## src/hdl/adi_pkg.sv

```systemverilog
// Shared constants, codes and command/status types of the ADI heat step core.
package adi_pkg;

  localparam int GRID_I = 64;
  localparam int GRID_J = 64;
  localparam int CELLS  = GRID_I * GRID_J;
  localparam int IW     = $clog2(GRID_I);
  localparam int JW     = $clog2(GRID_J);
  localparam int PW     = (IW > JW) ? IW : JW;
  localparam int CELL_W = $clog2(CELLS);

  localparam int DATA_W = 32;
  localparam int FRAC_W = 16;
  localparam int WIDE_W = 50;
  localparam int PROD_W = 64;
  localparam int IDX_W  = 6;
  localparam int MODE_W = 2;

  localparam int IN_TDATA_W  = 48;
  localparam int OUT_TDATA_W = 40;

  localparam int CFG_IDX_W = 3;
  localparam logic [CFG_IDX_W-1:0] CFG_X_OFFDIAG   = 3'd0;
  localparam logic [CFG_IDX_W-1:0] CFG_X_DIAG      = 3'd1;
  localparam logic [CFG_IDX_W-1:0] CFG_Y_OFFDIAG   = 3'd2;
  localparam logic [CFG_IDX_W-1:0] CFG_Y_DIAG      = 3'd3;
  localparam logic [CFG_IDX_W-1:0] CFG_TIME_WEIGHT = 3'd4;

  localparam logic [DATA_W-1:0] RST_OFFDIAG = 32'h0001_0000;
  localparam logic [DATA_W-1:0] RST_DIAG    = 32'h0003_0000;
  localparam logic [DATA_W-1:0] RST_TWEIGHT = 32'h0001_0000;

  localparam logic [DATA_W-1:0] Q_MAX = 32'h7FFF_FFFF;
  localparam logic [DATA_W-1:0] Q_MIN = 32'h8000_0000;

  typedef enum logic [MODE_W-1:0] {
    MODE_WRITE = 2'd0,
    MODE_STEP  = 2'd1,
    MODE_READ  = 2'd2,
    MODE_NONE  = 2'd3
  } mode_t;

  typedef enum logic [3:0] {
    DP_NOP,
    DP_CLEAR,
    DP_WRCELL,
    DP_RES_ZERO,
    DP_RDCAP,
    DP_STEP_START,
    DP_MUL_A,
    DP_MUL_B,
    DP_MUL_C,
    DP_DIV_GO,
    DP_FWD_WR,
    DP_BK_MUL,
    DP_BK_WR
  } dp_op_t;

  typedef struct packed {
    dp_op_t              op;
    logic [CELL_W-1:0]   addr;
    logic                sweep;
    logic                solved;
    logic                out_load;
  } dp_cmd_t;

  typedef struct packed {
    logic mask;
    logic div_busy;
  } dp_stat_t;

endpackage

```

## src/hdl/adi_ctrl.sv

```systemverilog
// Controller: clearing pass, command decode and the sweep sequencer.
module adi_ctrl (
  input  logic                      clk,
  input  logic                      rst_n,
  input  logic                      in_tvalid,
  output logic                      in_tready,
  input  logic [adi_pkg::MODE_W-1:0] in_mode,
  input  logic [adi_pkg::IDX_W-1:0] in_index_i,
  input  logic [adi_pkg::IDX_W-1:0] in_index_j,
  output logic                      out_tvalid,
  input  logic                      out_tready,
  input  adi_pkg::dp_stat_t         stat,
  output adi_pkg::dp_cmd_t          cmd
);
  import adi_pkg::*;

  typedef enum logic [13:0] {
    S_CLEAR = 14'b00000000000001,
    S_IDLE  = 14'b00000000000010,
    S_RD    = 14'b00000000000100,
    S_DONE  = 14'b00000000001000,
    S_FRD   = 14'b00000000010000,
    S_FM1   = 14'b00000000100000,
    S_FM2   = 14'b00000001000000,
    S_FM3   = 14'b00000010000000,
    S_FDS   = 14'b00000100000000,
    S_FDIV  = 14'b00001000000000,
    S_FWR   = 14'b00010000000000,
    S_BRD   = 14'b00100000000000,
    S_BM1   = 14'b01000000000000,
    S_BWR   = 14'b10000000000000
  } state_t;

  function automatic logic [CELL_W-1:0] cell_addr(input logic [IW-1:0] i,
                                                  input logic [JW-1:0] j);
    cell_addr = CELL_W'(CELL_W'(i) * CELL_W'(GRID_J)) + CELL_W'(j);
  endfunction

  state_t            state_r, state_nxt;
  logic [CELL_W-1:0] clr_r, clr_nxt;
  logic              sweep_r, sweep_nxt;
  logic [PW-1:0]     line_r, line_nxt, pos_r, pos_nxt;
  logic              solved_r, solved_nxt;
  logic              out_valid_r, out_valid_nxt;

  logic [IW-1:0]     ci;
  logic [JW-1:0]     cj;
  logic              on_edge, accept, in_grid, out_free;
  logic [PW-1:0]     len_m1, lines_m1;
  logic [CELL_W-1:0] step_addr, in_addr;
  mode_t             mode;

  assign mode     = mode_t'(in_mode);
  assign accept   = in_tvalid && in_tready;
  assign in_grid  = (int'(in_index_i) < GRID_I) && (int'(in_index_j) < GRID_J);
  assign in_addr  = cell_addr(IW'(in_index_i), JW'(in_index_j));
  assign out_free = !out_valid_r || out_tready;

  assign ci       = sweep_r ? IW'(line_r) : IW'(pos_r);
  assign cj       = sweep_r ? JW'(pos_r) : JW'(line_r);
  assign on_edge  = (ci == '0) || (ci == IW'(GRID_I - 1)) ||
                    (cj == '0) || (cj == JW'(GRID_J - 1));
  assign len_m1   = sweep_r ? PW'(GRID_J - 1) : PW'(GRID_I - 1);
  assign lines_m1 = sweep_r ? PW'(GRID_I - 1) : PW'(GRID_J - 1);
  assign step_addr = cell_addr(ci, cj);

  always_comb begin
    state_nxt  = state_r;
    clr_nxt    = clr_r;
    sweep_nxt  = sweep_r;
    line_nxt   = line_r;
    pos_nxt    = pos_r;
    solved_nxt = solved_r;
    cmd.op       = DP_NOP;
    cmd.addr     = step_addr;
    cmd.sweep    = sweep_r;
    cmd.solved   = solved_r;
    cmd.out_load = 1'b0;
    unique case (state_r)
      S_CLEAR: begin
        cmd.op   = DP_CLEAR;
        cmd.addr = clr_r;
        clr_nxt  = clr_r + 1'b1;
        if (clr_r == CELL_W'(CELLS - 1)) begin
          state_nxt = S_IDLE;
        end
      end
      S_IDLE: begin
        cmd.addr = in_addr;
        if (accept) begin
          unique case (mode)
            MODE_WRITE: begin
              cmd.op    = in_grid ? DP_WRCELL : DP_RES_ZERO;
              state_nxt = S_DONE;
            end
            MODE_STEP: begin
              cmd.op    = DP_STEP_START;
              sweep_nxt = 1'b0;
              line_nxt  = '0;
              pos_nxt   = '0;
              state_nxt = S_FRD;
            end
            MODE_READ: begin
              cmd.op    = in_grid ? DP_NOP : DP_RES_ZERO;
              state_nxt = in_grid ? S_RD : S_DONE;
            end
            MODE_NONE: begin
              cmd.op    = DP_RES_ZERO;
              state_nxt = S_DONE;
            end
          endcase
        end
      end
      S_RD: begin
        cmd.op    = DP_RDCAP;
        state_nxt = S_DONE;
      end
      S_DONE: begin
        if (out_free) begin
          cmd.out_load = 1'b1;
          state_nxt    = S_IDLE;
        end
      end
      S_FRD: state_nxt = S_FM1;
      S_FM1: begin
        cmd.op     = DP_MUL_A;
        solved_nxt = stat.mask && !on_edge;
        state_nxt  = (stat.mask && !on_edge) ? S_FM2 : S_FWR;
      end
      S_FM2: begin
        cmd.op    = DP_MUL_B;
        state_nxt = S_FM3;
      end
      S_FM3: begin
        cmd.op    = DP_MUL_C;
        state_nxt = S_FDS;
      end
      S_FDS: begin
        cmd.op    = DP_DIV_GO;
        state_nxt = S_FDIV;
      end
      S_FDIV: begin
        if (!stat.div_busy) begin
          state_nxt = S_FWR;
        end
      end
      S_FWR: begin
        cmd.op = DP_FWD_WR;
        if (pos_r == len_m1) begin
          state_nxt = S_BRD;
        end else begin
          pos_nxt   = pos_r + 1'b1;
          state_nxt = S_FRD;
        end
      end
      S_BRD: state_nxt = S_BM1;
      S_BM1: begin
        cmd.op     = DP_BK_MUL;
        solved_nxt = stat.mask && !on_edge;
        state_nxt  = S_BWR;
      end
      S_BWR: begin
        cmd.op = DP_BK_WR;
        if (pos_r != '0) begin
          pos_nxt   = pos_r - 1'b1;
          state_nxt = S_BRD;
        end else if (line_r != lines_m1) begin
          line_nxt  = line_r + 1'b1;
          state_nxt = S_FRD;
        end else if (!sweep_r) begin
          sweep_nxt = 1'b1;
          line_nxt  = '0;
          state_nxt = S_FRD;
        end else begin
          state_nxt = S_DONE;
        end
      end
      default: state_nxt = S_IDLE;
    endcase
  end

  always_comb begin
    if (cmd.out_load) begin
      out_valid_nxt = 1'b1;
    end else if (out_tready) begin
      out_valid_nxt = 1'b0;
    end else begin
      out_valid_nxt = out_valid_r;
    end
  end

  always_ff @(posedge clk) begin
    if (!rst_n) begin
      state_r     <= S_CLEAR;
      clr_r       <= '0;
      sweep_r     <= 1'b0;
      line_r      <= '0;
      pos_r       <= '0;
      solved_r    <= 1'b0;
      out_valid_r <= 1'b0;
    end else begin
      state_r     <= state_nxt;
      clr_r       <= clr_nxt;
      sweep_r     <= sweep_nxt;
      line_r      <= line_nxt;
      pos_r       <= pos_nxt;
      solved_r    <= solved_nxt;
      out_valid_r <= out_valid_nxt;
    end
  end

  assign in_tready  = state_r == S_IDLE;
  assign out_tvalid = out_valid_r;

endmodule

```

## config.mk

```make
export PLATFORM = sky130hd
export DESIGN_NAME = adi_ctrl
export DESIGN_NICKNAME = d
export VERILOG_FILES = /design/src/hdl/adi_pkg.sv /design/src/hdl/adi_ctrl.sv
export SDC_FILE = /design/constraint.sdc
export NUM_CORES = 1
export LEC_CHECK = 0
export BUFFER_PORTS_ARGS = -buffer_cell sky130_fd_sc_hd__buf_2
export CAP_MARGIN = 5
export CORE_MARGIN = 1
export CORE_UTILIZATION = 49
export DETAILED_ROUTE_END_ITERATION = 10
export PLACE_DENSITY = 0.71
export SLEW_MARGIN = 20
export SYNTH_ARGS = -nofsm -noshare
export SYNTH_HDL_FRONTEND = slang
export SYNTH_SLANG_ARGS = --single-unit
```

## constraint.sdc

```tcl
create_clock -name clk -period 8.5 [get_ports clk]
set_input_delay 0.85 -clock clk [delete_from_list [all_inputs] [get_ports clk]]
set_output_delay 0.85 -clock clk [all_outputs]
set_load 0.02 [all_outputs]
```

Yosys cells after proc, flatten, opt, wreduce, memory -nomap -nowiden
Index checks and enable logic that the tools add are counted.
{ "totals": {"ff_bits": 41, "input_bits": 20, "output_inout_bits": 21} }
{ "classes": {"n_addsub": 6, "eq_ne": 32, "mux": 35, "reduce_logical": 21} }
{ "op_table": {"columns": ["operator", "count"], "rows": [
  ["14-bit case mux with 14 select lines", 1],
  ["14-bit two-way mux", 4],
  ["6-bit two-way mux", 9],
  ["14-bit case mux with 3 select lines", 1],
  ["4-bit case mux with 10 select lines", 1],
  ["12-bit by 6-bit adder with 12-bit output", 2],
  ["12-bit two-way mux", 2],
  ["12-bit case mux with 2 select lines", 1],
  ["6-bit equality test, second input constant", 3],
  ["6-bit case mux with 3 select lines", 1],
  ["4-bit case mux with 4 select lines", 1],
  ["5-bit AND reduction", 3],
  ["14-bit by 1-bit equality test with 1-bit output, second input constant", 1],
  ["14-bit by 10-bit equality test with 1-bit output, second input constant", 1],
  ["14-bit by 11-bit equality test with 1-bit output, second input constant", 1],
  ["14-bit by 12-bit equality test with 1-bit output, second input constant", 1],
  ["14-bit by 13-bit equality test with 1-bit output, second input constant", 1],
  ["14-bit equality test, second input constant", 1],
  ["14-bit by 2-bit equality test with 1-bit output, second input constant", 1],
  ["14-bit by 3-bit equality test with 1-bit output, second input constant", 1],
  ["14-bit by 4-bit equality test with 1-bit output, second input constant", 1],
  ["14-bit by 5-bit equality test with 1-bit output, second input constant", 1],
  ["14-bit by 6-bit equality test with 1-bit output, second input constant", 1],
  ["14-bit by 7-bit equality test with 1-bit output, second input constant", 1],
  ["28 further kinds", 53]
]} }

Logic depth before layout (Yosys ltp)
{ "logic_depth": {"word_depth": 9, "ltp_mapped": 10, "depth_no_buf": 9} }

Least setup slack after synthesis
OpenSTA, ideal clock, no wires.
{ "synth_path": {"kind": "reg2reg", "from": "reg state_r[5]", "to": "reg pos_r[5]", "setup_ns": 0.124, "arrival_ns": 2.998, "required_time_ns": 8.376, "path_slack_ns": 5.378, "stages_incl_launch_ff": 10, "n_path_buf": 0, "period_less_slack_ns": 3.122, "cell_sequence": "dfxtp_1 -> or4_4 -> nor4_4 -> ha_1 -> a211oi_1 -> o21bai_1 -> a21oi_1 -> mux2_2 -> o31ai_1 -> a21oi_1"} }
{ "synth_via": {"elab_chain_cells": 4, "elab_cells_between_ends": 11, "cone_classes": "7 x eq/ne; 1 x mux; 3 x reduce/logical"} }
{ "synth_rtl": {"columns": ["item", "line", "source"], "rows": [
  ["start, declared", "adi_ctrl.sv:39", "state_t state_r, state_nxt;"],
  ["start signal, assigned", "adi_ctrl.sv:202", "state_r <= state_nxt;"],
  ["14-bit by 2-bit equality test with 1-bit output", "adi_ctrl.sv:79, adi_ctrl.sv:212", null],
  ["1-bit logical AND", "adi_ctrl.sv:54", "assign accept = in_tvalid && in_tready;"],
  ["2-bit by 1-bit != test with 1-bit output (no line)", null, null],
  ["5-bit AND reduction (no line)", null, null],
  ["end signal, assigned", "adi_ctrl.sv:206", "pos_r <= pos_nxt;"],
  ["end, declared", "adi_ctrl.sv:42", "logic [PW-1:0] line_r, line_nxt, pos_r, pos_nxt;"]
]} }
Parallel ways exist; a longest one is shown, timed or not.
A chain may end at the register's enable or synchronous reset.

==> run_results.csv <==
group,metric,value,unit
timing,tns,0,ps
timing,fin_crit_sh,0.424,
setup_path,worstPathRequired,7650,ps
global_routing,grt_pass1_vias,2510,
clocking,cts_setup_buffers,0,
die,rows,27,
clocking,htreeDepth,2,
setup_path,arrival,2750,ps
timing,hold_viol,0,
clocking,clock_latency,300,ps
synthesis,yosys.area.top_type,"dfxtp_1",
job,timing.max_cap.violations,0,
finish,post-route-util,0.560,
synthesis,synth_edf_count,0,
routing,wl_per_cell,16.3,um
clocking,cts_buffers,5,
synthesis,synth_area_leaders,"dfxtp_1 28%, mux2i_1 6.1%, ha_1 4.6%, xor2_1 4.1%, nand2_1 3.5%",
routing,vias,2748,
setup_path,startpoint_type,"register",
synthesis,ys_ff_latch,41,
global_routing,overflow,0,
power_and_ir_drop,power_leakage,1.29,nW
finish,fin_cells,450,
hold_path,hp-class,"register to register",
routing,routed_wl,7330,um
synthesis,synth_top_area_share,0.276,
setup_path,reg2reg_to,"pos_r[5]",
synthesis,ys_types,61,
routing,drt-vias-per-instance,6.11,
power_and_ir_drop,p_per_area,129,nW/um^2
timing,setup_violations,0,
die,die_w,79.9,um
die,die_h,79.9,um
timing,rsz0062_at_grt,"false",
power_and_ir_drop,ir_drop,0.0000921,V
synthesis,ys.flop_type,"dfxtp_1",
setup_path,r2r_setup_slack,5040,ps
placed_design,dp_slack,5070,ps
placed_design,place.gp.congestion,0.892,
timing,min_period,3600,ps
timing,max_slew_margin,0.450,
hold_path,min_from,"solved_r",
synthesis,netlist_area,2970,sq um
setup_path,crit_fanout,27,
synthesis,ys_async_sr_fraction,0,
synthesis,synth_warnings,0,
finish,n_antenna_cell,0,
global_routing,grt_max_degree,33,
synthesis,syn_inst,353,
routing,drt_iter0_markers,157,
clocking,hold_buffers,0,
timing,finClkSkew,7.76,ps
global_routing,grt_pass1_wl,12200,um
clocking,cts_num_sinks,41,
timing,timing.fmax,277,MHz
synthesis,avgSynthCellArea,8.42,sq um
hold_path,hold_end,"solved_r",
setup_path,r2r_start,"state_r[5]",
timing,max_slew.worst_pin.slew,824,ps
timing,fin_hold_ws,523,ps
clocking,clk_pin_slew,80,ps
die,core_region_area,5680,sq um
global_routing,antenna_found_initial,0,
finish,drive_gt1_frac,0.161,
global_routing,grt_usage,0.248,
synthesis,synth_nets,385,
synthesis,yosysSeqAreaShare,0.276,
routing,drtAntennaViolNets,0,
placed_design,portBuffers,40,
clocking,post_cts_resized,0,
finish,final_nets,409,
clocking,clock_path_buffers,2,
timing,slew_viol_final,0,
setup_path,critPathKind,"register to output port",
clocking,tritoncts,"done",
outcome,status,"finished, final reports clean",
die,ios,41,
hold_path,whs_path_depth,2,
timing,layout_setup_ws,4900,ps
routing,drc,0,
clocking,clockRootBuffer,"clkbuf_8",
die,start_util,0.524,
placed_design,dp.cells,442,
finish,area_delta_synth_final,7.03,%
routing,first_pass_iters,5,
die,die_area,6380,sq um
placed_design,place_hpwl,5430,um
setup_path,reg2reg_depth,9,
setup_path,cp-end-kind,"output port",
## cell families (layout without fill, tap and decap cells)
logic type	count (synthesis)	count (layout)	synth area share
and+or+nand+nor	157	157	0.316
DFF	41	41	0.276
xor gates and xnor gates	19	19	0.0560
muxes	19	19	0.0644
AOI/OAI and AO/OA	74	74	0.168
buffers and inverters	31	56	0.0665
adders and majority gates	12	12	0.0531
## flip-flops by register name (all words and copies together), names as in the netlist
register    cells
pos_r           6
line_r          6
state_r        14
sweep_r         1
out_tvalid      1
clr_r          12
solved_r        1
## how the worst max path moves through the flow
stage          startpoint  endpoint  depth (start not counted)
2_1_floorplan  state_r[5]  pos_r[5]                          9
3_3_place_gp   state_r[5]  pos_r[5]                          9
3_5_place_dp   state_r[5]  pos_r[5]                          9
4_1_cts        state_r[0]   cmd[15]                          5
5_1_grt        state_r[0]   cmd[15]                          5
6_report       state_r[0]   cmd[15]                          5
## cell usage in the layout, fill, tap and decap left out, types with 8 or more instances in the layout
cell type,instances
xor2_1,14
nor3_1,12
nand4_1,11
buf_2,40
a21oi_1,8
nand2_1,28
nor2b_1,8
a22oi_1,11
nand3_1,10
nor2_1,20
dfxtp_1,41
nor3b_1,8
o21ai_0,21
mux2i_1,18
and2_1,13
ha_1,11
## metal layers
metal / vias up / track usage / part of all wire / wire (um)
met5: - / 0 / 0 / 0
met4: 0 / 0.113 / 0.026 / 189
met3: 19 / 0.0411 / 0.057 / 420
met2: 114 / 0.374 / 0.43 / 3190
met1: 1264 / 0.344 / 0.48 / 3540
li1: 1351 / - / - / -
## cells in the mapped netlist (all sizes together), types with 3 or more instances
| master | n |
|---|---|
| a211oi | 3 |
| a21boi | 4 |
| a21oi | 8 |
| a22oi | 11 |
| and2 | 14 |
| and3 | 6 |
| buf | 7 |
| clkbuf | 17 |
| dfxtp | 41 |
| ha | 11 |
| inv | 7 |
| mux2i | 18 |
| nand2 | 28 |
| nand2b | 4 |
| nand3 | 10 |
| nand4 | 12 |
| nor2 | 20 |
| nor2b | 8 |
| nor3 | 13 |
| nor3b | 8 |
| nor4 | 10 |
| o211ai | 3 |
| o21a | 4 |
| o21ai | 21 |
| o31ai | 6 |
| or3 | 5 |
| or4 | 4 |
| xnor2 | 5 |
| xor2 | 14 |
## area by class of cell
class / instances / area [sq um]
tap: 72 / 90.1
fill: 533 / 2490
clock inverter: 2 / 10.0
clock buffer: 6 / 72.6
multi-input combinational: 281 / 1950
inverter: 7 / 26.3
timing repair buffer: 41 / 208
sequential: 41 / 821
## stage by stage
step	power [W]	instance area (sq um)
global route	0.000431	3180
global placement	0.000285	3100
finish	0.000410	3180
floorplan	0.000264	2970
detailed placement	0.000286	3100
CTS	0.000413	3180
## critical path: stages, from the launching register on
cell and delay (ps):
dfxtp_1 360, nor3_1 650, and4_2 750, nand2_1 110, o31ai_1 360, buf_2 230
## report_power, final
group | switching, W | total (W) | internal [W]
Combinational | 0.0000497 | 0.0000784 | 0.0000287
Sequential | 0.00000747 | 0.000205 | 0.000197
Clock | 0.0000697 | 0.000127 | 0.0000570
Note: power is estimated with default switching activity, not from simulation.
